--- src/gyro_closed_loop_spin_turn_unit_macros.svh ---
// Assertion macros for the spin turn unit RTL.
// Included by modules that carry concurrent checks; relies on clock and reset in scope.
`ifndef GYRO_CLOSED_LOOP_SPIN_TURN_UNIT_MACROS_SVH
`define GYRO_CLOSED_LOOP_SPIN_TURN_UNIT_MACROS_SVH
`ifndef SYNTH
// Same-cycle implication, checked on every rising clock outside reset
`define GCST_ASSERT_IMPL(lbl, ante, cons) \
   lbl: assert property (@(posedge clock) disable iff (reset) (ante) |-> (cons)) \
      else $error("gcst check failed");
// Next-cycle implication, checked on every rising clock outside reset
`define GCST_ASSERT_NEXT(lbl, ante, cons) \
   lbl: assert property (@(posedge clock) disable iff (reset) (ante) |=> (cons)) \
      else $error("gcst check failed");
`else
`define GCST_ASSERT_IMPL(lbl, ante, cons)
`define GCST_ASSERT_NEXT(lbl, ante, cons)
`endif
`endif

--- src/gcst_pkg.sv ---
// Shared widths, constants and control types of the spin turn unit.
// No dependencies; used by every module of the block.
`default_nettype none

package gcst_pkg;

   // Field widths
   localparam int ACCUM_WIDTH = 40;
   localparam int TGT_W       = 14;
   localparam int RATE_W      = 16;
   localparam int MS_W        = 10;
   localparam int SPD_W       = 11;
   localparam int SPD_MAG_W   = 10;
   localparam int MAG_W       = 13;
   localparam int ELAP_W      = 17;
   localparam int INC_W       = RATE_W + MS_W + 1;
   localparam int REM_W       = 23;
   localparam int GAIN_W      = 8;
   localparam int PRE_SHIFT   = 7;
   localparam int SCALE_W     = REM_W + GAIN_W;
   localparam int SCALED_W    = SCALE_W - PRE_SHIFT;
   localparam int RECIP_W     = 25;
   localparam int RECIP_SHIFT = 31;
   localparam int RECIP_PW    = SCALED_W + RECIP_W;
   localparam int QUO_W       = 17;

   // Port widths
   localparam int REQ_DATA_W  = TGT_W + RATE_W + MS_W;
   localparam int RSP_DATA_W  = 2 * SPD_W + 2;
   localparam int CSR_IDX_W   = 2;
   localparam int CSR_DATA_W  = 16;

   // Constants
   localparam int                    MILLI       = 1000;
   localparam logic [MAG_W-1:0]      MAG_MAX     = 13'd8191;
   localparam logic [ELAP_W-1:0]     ELAPSED_MAX = 17'd131071;
   localparam logic [SPD_MAG_W-1:0]  MIN_SPEED   = 10'd80;
   // ceil(2^31 / 125): exact quotient for any 24-bit dividend
   localparam logic [RECIP_W-1:0]    RECIP_MUL   = 25'd17179870;

   // Opcodes
   localparam logic OP_START = 1'b0;
   localparam logic OP_TICK  = 1'b1;

   // Register indexes
   localparam logic [CSR_IDX_W-1:0] REG_SPEED_LIMIT   = 2'd0;
   localparam logic [CSR_IDX_W-1:0] REG_SLOWDOWN_GAIN = 2'd1;
   localparam logic [CSR_IDX_W-1:0] REG_TOLERANCE     = 2'd2;
   localparam logic [CSR_IDX_W-1:0] REG_TIMEOUT_MS    = 2'd3;

   // Reset values
   localparam logic [9:0]  SPEED_LIMIT_RST   = 10'd400;
   localparam logic [7:0]  SLOWDOWN_GAIN_RST = 8'd15;
   localparam logic [7:0]  TOLERANCE_RST     = 8'd32;
   localparam logic [15:0] TIMEOUT_MS_RST    = 16'd5000;

   typedef struct packed {
      logic [9:0]  speed_limit;
      logic [7:0]  slowdown_gain;
      logic [7:0]  tolerance;
      logic [15:0] timeout_ms;
   } cfg_type;

   typedef struct packed {
      logic capture;
      logic do_mul;
      logic do_acc;
      logic do_abs;
      logic do_cmp;
      logic do_scale;
      logic do_recip;
      logic load;
   } cmd_type;

   typedef struct packed {
      logic path_full;
      logic out_free;
   } sts_type;

endpackage

`default_nettype wire

--- src/gcst_csr.sv ---
// Configuration registers of the spin turn unit.
// Depends on gcst_pkg for register indexes, reset values and cfg_type.
`default_nettype none

module gcst_csr (
   input  logic                                clock,
   input  logic                                reset,
   input  logic                                csr_valid,
   output logic                                csr_ready,
   input  logic [gcst_pkg::CSR_IDX_W-1:0]      csr_index,
   input  logic [gcst_pkg::CSR_DATA_W-1:0]     csr_data,
   output gcst_pkg::cfg_type                   cfg
);

   gcst_pkg::cfg_type cfg_ff, cfg_in;

   // Writes are always taken
   assign csr_ready = 1'b1;

   // Decode the register index of a write transaction
   always_comb begin
      cfg_in = cfg_ff;
      if (csr_valid) begin
         unique case (csr_index)
            gcst_pkg::REG_SPEED_LIMIT:   cfg_in.speed_limit   = csr_data[9:0];
            gcst_pkg::REG_SLOWDOWN_GAIN: cfg_in.slowdown_gain = csr_data[7:0];
            gcst_pkg::REG_TOLERANCE:     cfg_in.tolerance     = csr_data[7:0];
            gcst_pkg::REG_TIMEOUT_MS:    cfg_in.timeout_ms    = csr_data;
            default:                     cfg_in = cfg_ff;
         endcase
      end
   end

   always_ff @(posedge clock) begin
      if (reset) begin
         cfg_ff.speed_limit   <= gcst_pkg::SPEED_LIMIT_RST;
         cfg_ff.slowdown_gain <= gcst_pkg::SLOWDOWN_GAIN_RST;
         cfg_ff.tolerance     <= gcst_pkg::TOLERANCE_RST;
         cfg_ff.timeout_ms    <= gcst_pkg::TIMEOUT_MS_RST;
      end else begin
         cfg_ff <= cfg_in;
      end
   end

   assign cfg = cfg_ff;

endmodule

`default_nettype wire

--- src/gcst_dp.sv ---
// Datapath of the spin turn unit: turn state, integrator, scaling and result register.
// Depends on gcst_pkg; driven by commands from gcst_ctrl.
`default_nettype none

module gcst_dp (
   input  logic                                 clock,
   input  logic                                 reset,
   input  gcst_pkg::cmd_type                    cmd,
   input  gcst_pkg::cfg_type                    cfg,
   input  logic [gcst_pkg::REQ_DATA_W-1:0]      req_tdata,
   input  logic                                 req_tuser,
   input  logic                                 rsp_tready,
   output logic                                 rsp_tvalid,
   output logic [gcst_pkg::RSP_DATA_W-1:0]      rsp_tdata,
   output gcst_pkg::sts_type                    sts
);

   localparam int AW = gcst_pkg::ACCUM_WIDTH;
   localparam logic signed [AW-1:0] ACC_MAX = {1'b0, {(AW-1){1'b1}}};
   localparam logic signed [AW-1:0] ACC_MIN = {1'b1, {(AW-1){1'b0}}};

   // Request fields
   logic [gcst_pkg::TGT_W-1:0]         req_target;
   logic signed [gcst_pkg::RATE_W-1:0] req_rate;
   logic [gcst_pkg::MS_W-1:0]          req_ms;

   // Turn state
   logic                               active_ff, active_in;
   logic                               cw_ff, cw_in;
   logic [gcst_pkg::MAG_W-1:0]         target_ff, target_in;
   logic signed [AW-1:0]               acc_ff, acc_in;
   logic [gcst_pkg::ELAP_W-1:0]        elap_ff, elap_in;

   // Pipeline registers
   logic signed [gcst_pkg::RATE_W-1:0] rate_ff, rate_in;
   logic [gcst_pkg::MS_W-1:0]          ms_ff, ms_in;
   logic signed [gcst_pkg::INC_W-1:0]  inc_ff, inc_in;
   logic [AW-1:0]                      absacc_ff, absacc_in;
   logic [gcst_pkg::REM_W-1:0]         tm1000_ff, tm1000_in;
   logic [gcst_pkg::REM_W-1:0]         rem_ff, rem_in;
   logic [gcst_pkg::SCALED_W-1:0]      scaled_ff, scaled_in;
   logic [gcst_pkg::QUO_W-1:0]         quo_ff, quo_in;
   logic                               drive_ff, drive_in;
   logic                               turn_ff, turn_in;
   logic                               tmo_ff, tmo_in;

   // Result register
   logic                               rsp_valid_ff, rsp_valid_in;
   logic [gcst_pkg::RSP_DATA_W-1:0]    rsp_data_ff, rsp_data_in;

   // Combinational helpers
   logic [gcst_pkg::TGT_W-1:0]         tgt_mag;
   logic                               tgt_small;
   logic [gcst_pkg::MAG_W-1:0]         tgt_sat;
   logic signed [gcst_pkg::INC_W-1:0]  mul_prod;
   logic [gcst_pkg::ELAP_W:0]          elap_sum;
   logic signed [AW:0]                 acc_sum;
   logic                               beyond;
   logic [gcst_pkg::REM_W-1:0]         rem_diff;
   logic [gcst_pkg::REM_W-1:0]         tol1000;
   logic                               stop_tol;
   logic                               stop_tmo;
   logic [gcst_pkg::SCALE_W-1:0]       scale_prod;
   logic [gcst_pkg::RECIP_PW-1:0]      recip_prod;
   logic [gcst_pkg::SPD_MAG_W-1:0]     capped;
   logic [gcst_pkg::SPD_MAG_W-1:0]     floored;
   logic signed [gcst_pkg::SPD_W-1:0]  spd_pos;
   logic signed [gcst_pkg::SPD_W-1:0]  spd_neg;
   logic signed [gcst_pkg::SPD_W-1:0]  left_spd;
   logic signed [gcst_pkg::SPD_W-1:0]  right_spd;

   // Split the request payload
   assign req_target = req_tdata[gcst_pkg::TGT_W-1:0];
   assign req_rate   = req_tdata[gcst_pkg::TGT_W+gcst_pkg::RATE_W-1:gcst_pkg::TGT_W];
   assign req_ms     = req_tdata[gcst_pkg::REQ_DATA_W-1:gcst_pkg::TGT_W+gcst_pkg::RATE_W];

   // Target magnitude, small-target test and saturation of the most negative code
   assign tgt_mag   = req_target[gcst_pkg::TGT_W-1] ? (~req_target + 1'b1) : req_target;
   assign tgt_small = tgt_mag <= gcst_pkg::TGT_W'(1);
   assign tgt_sat   = (tgt_mag > gcst_pkg::TGT_W'(gcst_pkg::MAG_MAX)) ?
                      gcst_pkg::MAG_MAX : tgt_mag[gcst_pkg::MAG_W-1:0];

   // Angle increment: negated rate times milliseconds
   assign mul_prod = gcst_pkg::INC_W'(rate_ff) * gcst_pkg::INC_W'($signed({1'b0, ms_ff}));
   assign elap_sum = {1'b0, elap_ff} + (gcst_pkg::ELAP_W+1)'(ms_ff);

   // Saturating accumulate
   assign acc_sum = {acc_ff[AW-1], acc_ff}
                  + {{(AW+1-gcst_pkg::INC_W){inc_ff[gcst_pkg::INC_W-1]}}, inc_ff};

   // Remaining angle against tolerance and timeout
   assign beyond   = absacc_ff > AW'(tm1000_ff);
   assign rem_diff = tm1000_ff - absacc_ff[gcst_pkg::REM_W-1:0];
   assign tol1000  = gcst_pkg::REM_W'(cfg.tolerance) * gcst_pkg::REM_W'(gcst_pkg::MILLI);
   assign stop_tol = beyond || (rem_diff <= tol1000);
   assign stop_tmo = elap_ff > gcst_pkg::ELAP_W'(cfg.timeout_ms);

   // Speed = remaining * gain / 16000, as a shift by 7 then a reciprocal multiply for /125
   assign scale_prod = gcst_pkg::SCALE_W'(rem_ff) * gcst_pkg::SCALE_W'(cfg.slowdown_gain);
   assign recip_prod = gcst_pkg::RECIP_PW'(scaled_ff) * gcst_pkg::RECIP_PW'(gcst_pkg::RECIP_MUL);

   // Cap at the speed limit, floor at the minimum, then sign per wheel, or zero when not driving
   assign capped    = (quo_ff > gcst_pkg::QUO_W'(cfg.speed_limit)) ?
                      cfg.speed_limit : quo_ff[gcst_pkg::SPD_MAG_W-1:0];
   assign floored   = (capped < gcst_pkg::MIN_SPEED) ? gcst_pkg::MIN_SPEED : capped;
   assign spd_pos   = $signed({1'b0, floored});
   assign spd_neg   = -spd_pos;
   assign left_spd  = !drive_ff ? '0 : (cw_ff ? spd_pos : spd_neg);
   assign right_spd = !drive_ff ? '0 : (cw_ff ? spd_neg : spd_pos);

   // Next-state logic of all datapath registers
   always_comb begin
      active_in    = active_ff;
      cw_in        = cw_ff;
      target_in    = target_ff;
      acc_in       = acc_ff;
      elap_in      = elap_ff;
      rate_in      = rate_ff;
      ms_in        = ms_ff;
      inc_in       = inc_ff;
      absacc_in    = absacc_ff;
      tm1000_in    = tm1000_ff;
      rem_in       = rem_ff;
      scaled_in    = scaled_ff;
      quo_in       = quo_ff;
      drive_in     = drive_ff;
      turn_in      = turn_ff;
      tmo_in       = tmo_ff;
      rsp_data_in  = rsp_data_ff;
      rsp_valid_in = rsp_valid_ff && !rsp_tready;

      // Take in a transaction; a start is settled right here
      if (cmd.capture) begin
         rate_in  = req_rate;
         ms_in    = (req_ms == '0) ? gcst_pkg::MS_W'(1) : req_ms;
         drive_in = 1'b0;
         tmo_in   = 1'b0;
         if (req_tuser == gcst_pkg::OP_START) begin
            if (tgt_small) begin
               active_in = 1'b0;
               turn_in   = 1'b0;
            end else begin
               active_in = 1'b1;
               cw_in     = !req_target[gcst_pkg::TGT_W-1];
               target_in = tgt_sat;
               acc_in    = '0;
               elap_in   = '0;
               turn_in   = 1'b1;
            end
         end else begin
            turn_in = 1'b0;
         end
      end

      // Form the increment and advance elapsed time
      if (cmd.do_mul) begin
         inc_in  = -mul_prod;
         elap_in = elap_sum[gcst_pkg::ELAP_W] ? gcst_pkg::ELAPSED_MAX :
                   elap_sum[gcst_pkg::ELAP_W-1:0];
      end

      // Integrate with saturation
      if (cmd.do_acc) begin
         if (acc_sum[AW] != acc_sum[AW-1]) begin
            acc_in = acc_sum[AW] ? ACC_MIN : ACC_MAX;
         end else begin
            acc_in = acc_sum[AW-1:0];
         end
      end

      // Magnitude of the turned angle and the target in fine units
      if (cmd.do_abs) begin
         absacc_in = acc_ff[AW-1] ? (~acc_ff + 1'b1) : acc_ff;
         tm1000_in = gcst_pkg::REM_W'(target_ff) * gcst_pkg::REM_W'(gcst_pkg::MILLI);
      end

      // Decide stop; tolerance wins over timeout
      if (cmd.do_cmp) begin
         rem_in   = rem_diff;
         drive_in = !stop_tol && !stop_tmo;
         turn_in  = !stop_tol && !stop_tmo;
         tmo_in   = !stop_tol && stop_tmo;
         if (stop_tol || stop_tmo) begin
            active_in = 1'b0;
         end
      end

      if (cmd.do_scale) begin
         scaled_in = scale_prod[gcst_pkg::SCALE_W-1:gcst_pkg::PRE_SHIFT];
      end

      if (cmd.do_recip) begin
         quo_in = recip_prod[gcst_pkg::RECIP_SHIFT+gcst_pkg::QUO_W-1:gcst_pkg::RECIP_SHIFT];
      end

      // Load the result register
      if (cmd.load) begin
         rsp_valid_in = 1'b1;
         rsp_data_in  = {tmo_ff, turn_ff, right_spd, left_spd};
      end
   end

   always_ff @(posedge clock) begin
      if (reset) begin
         active_ff    <= 1'b0;
         rsp_valid_ff <= 1'b0;
      end else begin
         active_ff    <= active_in;
         rsp_valid_ff <= rsp_valid_in;
      end
      cw_ff       <= cw_in;
      target_ff   <= target_in;
      acc_ff      <= acc_in;
      elap_ff     <= elap_in;
      rate_ff     <= rate_in;
      ms_ff       <= ms_in;
      inc_ff      <= inc_in;
      absacc_ff   <= absacc_in;
      tm1000_ff   <= tm1000_in;
      rem_ff      <= rem_in;
      scaled_ff   <= scaled_in;
      quo_ff      <= quo_in;
      drive_ff    <= drive_in;
      turn_ff     <= turn_in;
      tmo_ff      <= tmo_in;
      rsp_data_ff <= rsp_data_in;
   end

   assign rsp_tvalid    = rsp_valid_ff;
   assign rsp_tdata     = rsp_data_ff;
   assign sts.path_full = (req_tuser == gcst_pkg::OP_TICK) && active_ff;
   assign sts.out_free  = !rsp_valid_ff || rsp_tready;

endmodule

`default_nettype wire

--- src/gcst_ctrl.sv ---
// Controller of the spin turn unit: sequences the datapath steps of one transaction.
// Depends on gcst_pkg command and status types and on the assertion macro header.
`default_nettype none
`include "gyro_closed_loop_spin_turn_unit_macros.svh"

module gcst_ctrl (
   input  logic                clock,
   input  logic                reset,
   input  logic                req_tvalid,
   output logic                req_tready,
   input  gcst_pkg::sts_type   sts,
   output gcst_pkg::cmd_type   cmd
);

   typedef enum logic [2:0] {
      ST_IDLE,
      ST_MUL,
      ST_ACC,
      ST_ABS,
      ST_CMP,
      ST_SCALE,
      ST_RECIP,
      ST_OUT
   } state_type;

   state_type state_ff, state_in;

   // Accept only between transactions
   assign req_tready = (state_ff == ST_IDLE);

   // Decode commands from the current step
   always_comb begin
      cmd          = '0;
      cmd.capture  = (state_ff == ST_IDLE) && req_tvalid;
      cmd.do_mul   = (state_ff == ST_MUL);
      cmd.do_acc   = (state_ff == ST_ACC);
      cmd.do_abs   = (state_ff == ST_ABS);
      cmd.do_cmp   = (state_ff == ST_CMP);
      cmd.do_scale = (state_ff == ST_SCALE);
      cmd.do_recip = (state_ff == ST_RECIP);
      cmd.load     = (state_ff == ST_OUT) && sts.out_free;
   end

   // Advance through the steps; start and idle ticks go straight to the result
   always_comb begin
      state_in = state_ff;
      unique case (state_ff)
         ST_IDLE: begin
            if (req_tvalid) begin
               state_in = sts.path_full ? ST_MUL : ST_OUT;
            end
         end
         ST_MUL:   state_in = ST_ACC;
         ST_ACC:   state_in = ST_ABS;
         ST_ABS:   state_in = ST_CMP;
         ST_CMP:   state_in = ST_SCALE;
         ST_SCALE: state_in = ST_RECIP;
         ST_RECIP: state_in = ST_OUT;
         ST_OUT: begin
            if (sts.out_free) begin
               state_in = ST_IDLE;
            end
         end
         default:  state_in = ST_IDLE;
      endcase
   end

   always_ff @(posedge clock) begin
      if (reset) begin
         state_ff <= ST_IDLE;
      end else begin
         state_ff <= state_in;
      end
   end

   // An accepted transaction is always worked on
   `GCST_ASSERT_NEXT(a_capture_leaves_idle, cmd.capture, state_ff != ST_IDLE)
   // A loaded result frees the controller for the next transaction
   `GCST_ASSERT_NEXT(a_load_returns_idle, cmd.load, state_ff == ST_IDLE)
   // The increment is always integrated right after it is formed
   `GCST_ASSERT_NEXT(a_mul_then_acc, state_ff == ST_MUL, state_ff == ST_ACC)

endmodule

`default_nettype wire

--- src/gyro_closed_loop_spin_turn_unit.sv ---
// Top level of the gyro closed-loop spin turn unit.
// Instantiates gcst_csr, gcst_ctrl and gcst_dp; depends on gcst_pkg.
//
// Usage:
//   req channel: one transaction per command. req_tuser is the opcode (start or
//   tick); req_tdata carries target angle, gyro rate and elapsed milliseconds.
//   rsp channel: exactly one result per request, in order: left and right wheel
//   speeds plus turning and timed-out flags.
//   csr channel: register writes by index, always ready; write only while idle.
// Sequencing:
//   A start, or a tick while no turn is armed, goes from acceptance straight to the
//   output load step, which raises rsp_tvalid. A tick during a turn runs through the
//   steps multiply, accumulate, magnitude, compare, gain scale, reciprocal divide and
//   output load, in that order. One request is worked on at a time and the next is
//   taken the cycle after the load.
// Reset: the turn is disarmed, the result register is empty and the registers
//   return to speed limit 400, gain 15, tolerance 32 and timeout 5000 ms.
// Stall: a result waits in the output register while rsp_tready is low; the next
//   request is still accepted and its result held back until the register frees.
`default_nettype none

module gyro_closed_loop_spin_turn_unit (
   input  logic                                clock,
   input  logic                                reset,
   // target_angle[13:0], gyro_rate[29:14], elapsed_ms[39:30]
   input  logic [gcst_pkg::REQ_DATA_W-1:0]     req_tdata,
   // opcode[0]
   input  logic                                req_tuser,
   input  logic                                req_tvalid,
   output logic                                req_tready,
   // left_speed[10:0], right_speed[21:11], turning[22], timed_out[23]
   output logic [gcst_pkg::RSP_DATA_W-1:0]     rsp_tdata,
   output logic                                rsp_tvalid,
   input  logic                                rsp_tready,
   input  logic                                csr_valid,
   output logic                                csr_ready,
   input  logic [gcst_pkg::CSR_IDX_W-1:0]      csr_index,
   input  logic [gcst_pkg::CSR_DATA_W-1:0]     csr_data
);

   gcst_pkg::cfg_type cfg;
   gcst_pkg::cmd_type cmd;
   gcst_pkg::sts_type sts;

   gcst_csr u_csr (
      .clock     (clock),
      .reset     (reset),
      .csr_valid (csr_valid),
      .csr_ready (csr_ready),
      .csr_index (csr_index),
      .csr_data  (csr_data),
      .cfg       (cfg)
   );

   gcst_ctrl u_ctrl (
      .clock      (clock),
      .reset      (reset),
      .req_tvalid (req_tvalid),
      .req_tready (req_tready),
      .sts        (sts),
      .cmd        (cmd)
   );

   gcst_dp u_dp (
      .clock      (clock),
      .reset      (reset),
      .cmd        (cmd),
      .cfg        (cfg),
      .req_tdata  (req_tdata),
      .req_tuser  (req_tuser),
      .rsp_tready (rsp_tready),
      .rsp_tvalid (rsp_tvalid),
      .rsp_tdata  (rsp_tdata),
      .sts        (sts)
   );

endmodule

`default_nettype wire

--- config.mk ---
export PLATFORM = sky130hd
export DESIGN_NAME = gyro_closed_loop_spin_turn_unit
export DESIGN_NICKNAME = d
export VERILOG_FILES = /design/src/gcst_pkg.sv /design/src/gcst_csr.sv /design/src/gcst_dp.sv /design/src/gcst_ctrl.sv /design/src/gyro_closed_loop_spin_turn_unit.sv
export VERILOG_INCLUDE_DIRS = /design/src /design/src/src
export SDC_FILE = /design/constraint.sdc
export NUM_CORES = 2
export LEC_CHECK = 0
export ABC_AREA = 1
export CORE_MARGIN = 4
export CORE_UTILIZATION = 55
export CTS_CLUSTER_SIZE = 8
export DETAILED_ROUTE_END_ITERATION = 10
export DONT_BUFFER_PORTS = 1
export PLACE_DENSITY = 0.75
export SLEW_MARGIN = 20
export SYNTH_ARGS = -nofsm -noshare
export SYNTH_HDL_FRONTEND = slang
export SYNTH_SLANG_ARGS = --single-unit
export TNS_END_PERCENT = 10
--- constraint.sdc ---
create_clock -name clock -period 7.4 [get_ports clock]
set_clock_uncertainty 0.05 [all_clocks]
set_input_delay 1.48 -clock clock [delete_from_list [all_inputs] [get_ports clock]]
set_output_delay 1.48 -clock clock [all_outputs]
set_load 0.02 [all_outputs]
# Word level (Yosys, flattened, before mapping)
# Index checks and enable logic that the tools add are counted.
dict set report classes {
  magnitude_cmp 7
  addsub 7
  mul 5
  eq_ne 17
  n_reduce_logical 30
  muxes 33
  bitwise_logic 5
}
# cell n
set ops {}
lappend ops {{$mux W40} 6}
lappend ops {{$mux W17} 5}
lappend ops {{$mul A24 B24 Y47 const B} 1}
lappend ops {{$add A40 B27 Y41} 1}
lappend ops {{$add A40 B1 Y40 const B} 1}
lappend ops {{$gt A40 B23 Y1} 1}
lappend ops {{$mux W10} 4}
lappend ops {{$not A40 Y40} 1}
lappend ops {{$mux W39} 1}
lappend ops {{$mul A23 B8 Y31} 1}
lappend ops {{$mul A16 B11 Y27} 1}
lappend ops {{$neg A27 Y27} 1}
lappend ops {{$pmux W3 S8} 1}
lappend ops {{$le A23 B18 Y1} 1}
lappend ops {{$sub A23 B23 Y23} 1}
lappend ops {{$mul A13 B7 Y20 const B} 1}
lappend ops {{$add A17 B10 Y18} 1}
lappend ops {{$gt A17 B10 Y1} 1}
lappend ops {{$gt A17 B16 Y1} 1}
lappend ops {{$mul A8 B7 Y15 const B} 1}
lappend ops {{$add A14 B1 Y14 const B} 1}
lappend ops {{$gt A14 B13 Y1 const B} 1}
lappend ops {{$le A14 B1 Y1 const B} 1}
lappend ops {{$mux W14} 1}
lappend ops {{24 further kinds} 68}
dict set report totals {
  register_bits 322
  output_inout_bits 27
  wordCells 131
}

# Longest topological paths before layout
dict set report logic_depth {
  word_depth 9
  ltp_mapped 28
}

# Hierarchy
# Synthesis repeated with hierarchy kept, for this count alone.
dict set report unflattened {
  cells_unflattened 5009
  hier_area_um2 43397.9
}
# mod cells_each area_per_inst_um2 n_inst
set by_module_without_submodules {}
lappend by_module_without_submodules {gcst_dp 4699 41247.1 1}
lappend by_module_without_submodules {gcst_csr 253 1821.7 1}
lappend by_module_without_submodules {gcst_ctrl 57 329.1 1}

# Worst setup path after synthesis
# OpenSTA, ideal clock, no wires.
dict set report synth_path {
  path_kind {flip-flop to flip-flop}
  startpoint {register u_dp.scaled_ff[18] (netlist name)}
  endpoint {register u_dp.quo_ff[13] (netlist name), data pin}
  t_arrival_ns 5.338
  t_required_ns 7.085
  setup_slack_ns 1.747
  stages_incl_launch_ff 21
  synth_period_minus_slack_ns 5.653
  setup_time_ns 0.265
  cell_sequence {edfxtp_1 fa_1 fa_1 ha_1 fa_1 fa_1 inv_1 fa_1 inv_1 fa_1 ha_1 a21oi_1 o21a_1 inv_1 a21oi_1 o31ai_1 nand2_1 nand3_1 a21oi_1 o21ai_0 xor2_1}
}
dict set report synth_between {
  elab_chain_cells 1
}
# item line_no
set synth_lines {}
lappend synth_lines {{from (decl)} gcst_dp.sv:41} ;# logic [gcst_pkg::SCALED_W-1:0] scaled_ff, scaled_in;
lappend synth_lines {{from (signal assigned)} gcst_dp.sv:221} ;# scaled_ff <= scaled_in;
lappend synth_lines {{$mul A24 B24 Y47} gcst_dp.sv:100} ;# assign recip_prod = gcst_pkg::RECIP_PW'(scaled_ff) * gcst_pkg::RECIP_PW'(gcst_pkg::RECIP_MUL);
lappend synth_lines {{named net u_dp.recip_prod, one bit} gcst_dp.sv:64} ;# logic [gcst_pkg::RECIP_PW-1:0] recip_prod;
lappend synth_lines {{to (signal assigned)} gcst_dp.sv:222} ;# quo_ff <= quo_in;
lappend synth_lines {{to (decl)} gcst_dp.sv:42} ;# logic [gcst_pkg::QUO_W-1:0] quo_ff, quo_in;
# The timed path passes the listed nets, and every way through them passes these cells.
# A chain may end at the register's enable or synchronous reset.

# Final worst setup path
dict set report layout_path {
  startpoint {register u_dp.scaled_ff[16] (netlist name)}
  endpoint {register u_dp.quo_ff[13] (netlist name), data pin}
}
# The elaborated chain is that of the path after synthesis.

==> results by group <==
STA
  – Period utilisation layout: 84.82%
  – Worst-margin pin slew: 1.098 ns
  – Fin crit period: 6.276 ns
  – Fmax: 0.1593 GHz
  – Worst rel slew slack: 26.71%
  – Hold Fails Final Rpt: 0
  – RSZ-0062 raised after global routing: no
  – Setup TNS: 0 ns
  – Final setup viols: 0
  – Max Slew Vio Count: 0

Global routing
  – Total GRT Usage: 25.55%
  – Largest net degree at the start of global routing: 61
  – Vias in the first global route: 33,700
  – First-pass GRT wire length: 169.7 mm
  – Grt total ovfl: 0
  – Initial antenna violation count: 10

Clock network
  – Clk Latency, worst-skew pair: 0.60 ns
  – Longest Clk Path Bufs: 3
  – TritonCTS clock tree: done
  – Post_cts resized: 0
  – Post-CTS Repair Setup Buffers: 0
  – Clock slew at reported path FFs: 0.05 ns
  – CTS sink count: 321
  – Root Driver: clkbuf_16
  – TritonCTS buffer count: 47
  – CTS H-tree lvls: 2
  – Hold buffers post-CTS: 0

Setup path
  – CP Data Required Time: 7.69 ns
  – CP arrival: 6.56 ns
  – Startpoint Class: register
  – Crit. Startpoint: u_dp.scaled_ff[16]
  – RR Startpoint: u_dp.scaled_ff[16]
  – Worst Path Class, Setup: register to register
  – Worst-path maximum fanout: 11
  – Crit end category: register
  – R2R depth: 21

Cells and area
  – Most common cell after layout, fill and taps aside: inv_1
  – Share of cells above drive strength 1: 2.683%
  – Final instance area: 0.04523 mm^2
  – Fin cells: 5,963
  – Most frequent cells in the layout: inv_1, nand2_1, ha_1, fa_1, a21oi_1
  – Net total in the final layout: 6,055
  – Core Util, Final: 58.48%
  – Synthesis-to-finish area growth: 5.422%
  – FILL cells: 6,809

Die
  – Core ar.: 0.07734 mm^2
  – Initial Utilization: 55.47%
  – Die height: 287.3 um
  – IO Pins: 91
  – Die Area: 0.08254 mm^2
  – Row cnt: 102
  – Die Wd: 287.3 um

Synth
  – Share of the synthesized area in the top cell type: 23.61%
  – Register area share after synthesis: 21.37%
  – FFs w/ async S/R, synth: 0%
  – Top FF cell, synth: edfxtp_1
  – Syn. warnings: 0
  – Area leader, netlist: fa_1
  – Netlist Area Pre-Place: 0.04290 mm^2
  – Syn Nets: 6,106
  – Largest cells by area after synthesis: fa_1, edfxtp_1, ha_1
  – Mapped Avg Cell Area: 8.690 um^2
  – Mapped Cells: 4,937
  – #FFs+latches synth: 321
  – Number of synthesized flops with an enable pin: 274
  – Post-synth cell types: 68

Drt
  – DRC violations left: 0
  – Routed len/inst: 17.30 um
  – Antenna-violating nets left: 0
  – DR pass1 iterations: 6
  – Drt total wl: 103.2 mm
  – Vias per cell: 5.404
  – DRT iter0 DRCs: 1,997
  – Routed vias: 32,230

Placement
  – Area after DPL: 0.04386 mm^2
  – Post-DP HPWL: 85.41 mm
  – Placed cells: 5,877
  – Final GP Congestion: 0.9468
  – I/O Buffers: 0

Min path
  – Worst hold start: u_dp.turn_ff
  – Worst hold path depth: 0
  – Worst Hold Class: register to register

Flow run
  – Max-Cap Viols: 0

Run status
  – Status: finished clean
[cells in the mapped netlist, drive strengths merged, types with 15 or more instances]
master     n
a21o      15
a21oi    324
a31oi     30
clkbuf   104
dfxtp     47
edfxtp   274
fa       506
ha       599
inv     1125
nand2    899
nand3    115
nand4     43
nor2     260
nor3      51
nor4      21
o21a      15
o21ai    174
o21bai    19
or2       18
xnor2     65
xor2     152
[path summary, 6_finish.rpt]
kind | endpoint | slack [ns]
worst max register to register | u_dp.quo_ff[13] | 1.12
worst min register to register | u_dp.rsp_tdata[22] | 0.36
worst min-delay path | u_dp.rsp_tdata[22] | 0.36
worst max-delay path | u_dp.quo_ff[13] | 1.12
[flip-flops by register name (all words and copies together) (netlist names)]
signal,cells
u_dp.rsp_tdata,23
u_dp.rate_ff,16
u_dp.ms_ff,10
u_dp.rsp_tvalid,1
u_dp.scaled_ff,24
u_csr.cfg,42
u_dp.rem_ff,23
u_dp.target_ff,13
u_dp.quo_ff,17
u_dp.absacc_ff,40
u_dp.cw_ff,1
u_dp.elap_ff,17
u_dp.turn_ff,1
u_ctrl.state_ff,3
u_dp.inc_ff,27
u_dp.active_ff,1
u_dp.tmo_ff,1
u_dp.acc_ff,40
u_dp.tm1000_ff,20
u_dp.drive_ff,1
[metal layers]
layer | vias to the layer above | part of all wire (%) | routed length, um | GRT usage, %
met2 | 789 | 50 | 51510 | 45.22
met4 | 10 | 3.2 | 3326 | 7.909
met1 | 15730 | 40 | 41370 | 31.47
li1 | 15490 | - | - | -
met3 | 206 | 6.7 | 6919 | 5.147
met5 | - | 0.064 | 66 | 0
[cell families after synthesis]
group                    after synthesis  share of synthesized area [%]
AND/OR/NAND/NOR                     1415                          13.80
XOR/XNOR                             217                          4.430
flip-flops                           321                          21.37
other                                  1                       0.008741
AO/OA/AOI/OAI                        635                          8.297
adder cells (fa/ha/maj)             1105                          41.08
buffers and inverters               1243                          11.01
[stage by stage]
step | hold WS [ns] | worst slack [ns]
floorplan | 0.3503 | 1.747
global placement | 0.3515 | 1.254
detailed placement | 0.3719 | 1.189
CTS | 0.3664 | 1.167
global route | 0.3712 | 0.7966
finish | 0.3619 | 1.124
[final cells by class]
class / count / area [um^2] / area share [%]
Tap cell: 1040 / 1301 / 2.877
Clock inverter: 4 / 63.81 / 0.1411
Multi-Input combinational cell: 3373 / 29040 / 64.20
Antenna cell: 4 / 10.01 / 0.02213
Sequential cell: 321 / 9169 / 20.27
Inverter: 1126 / 4227 / 9.345
Clock buffer: 78 / 1292 / 2.858
Timing Repair Buffer: 17 / 127.6 / 0.2822
[worst max-delay path: stages, from the launching register on]
cell      delay, ns
edfxtp_1       0.67
fa_1           0.67
fa_1           0.44
ha_1           0.30
inv_1          0.05
fa_1           0.49
inv_1          0.05
fa_1           0.47
inv_1          0.05
fa_1           0.53
inv_1          0.06
fa_1           0.47
ha_1           0.34
a21oi_1        0.18
o21ai_0        0.11
a21oi_1        0.18
o31ai_1        0.10
nand2_1        0.06
nand3_1        0.19
a21oi_1        0.26
o21ai_0        0.13
xor2_1         0.16
Power is not shown: default switching activity piles up to over one toggle a cycle in this logic, so the estimate is an artifact.
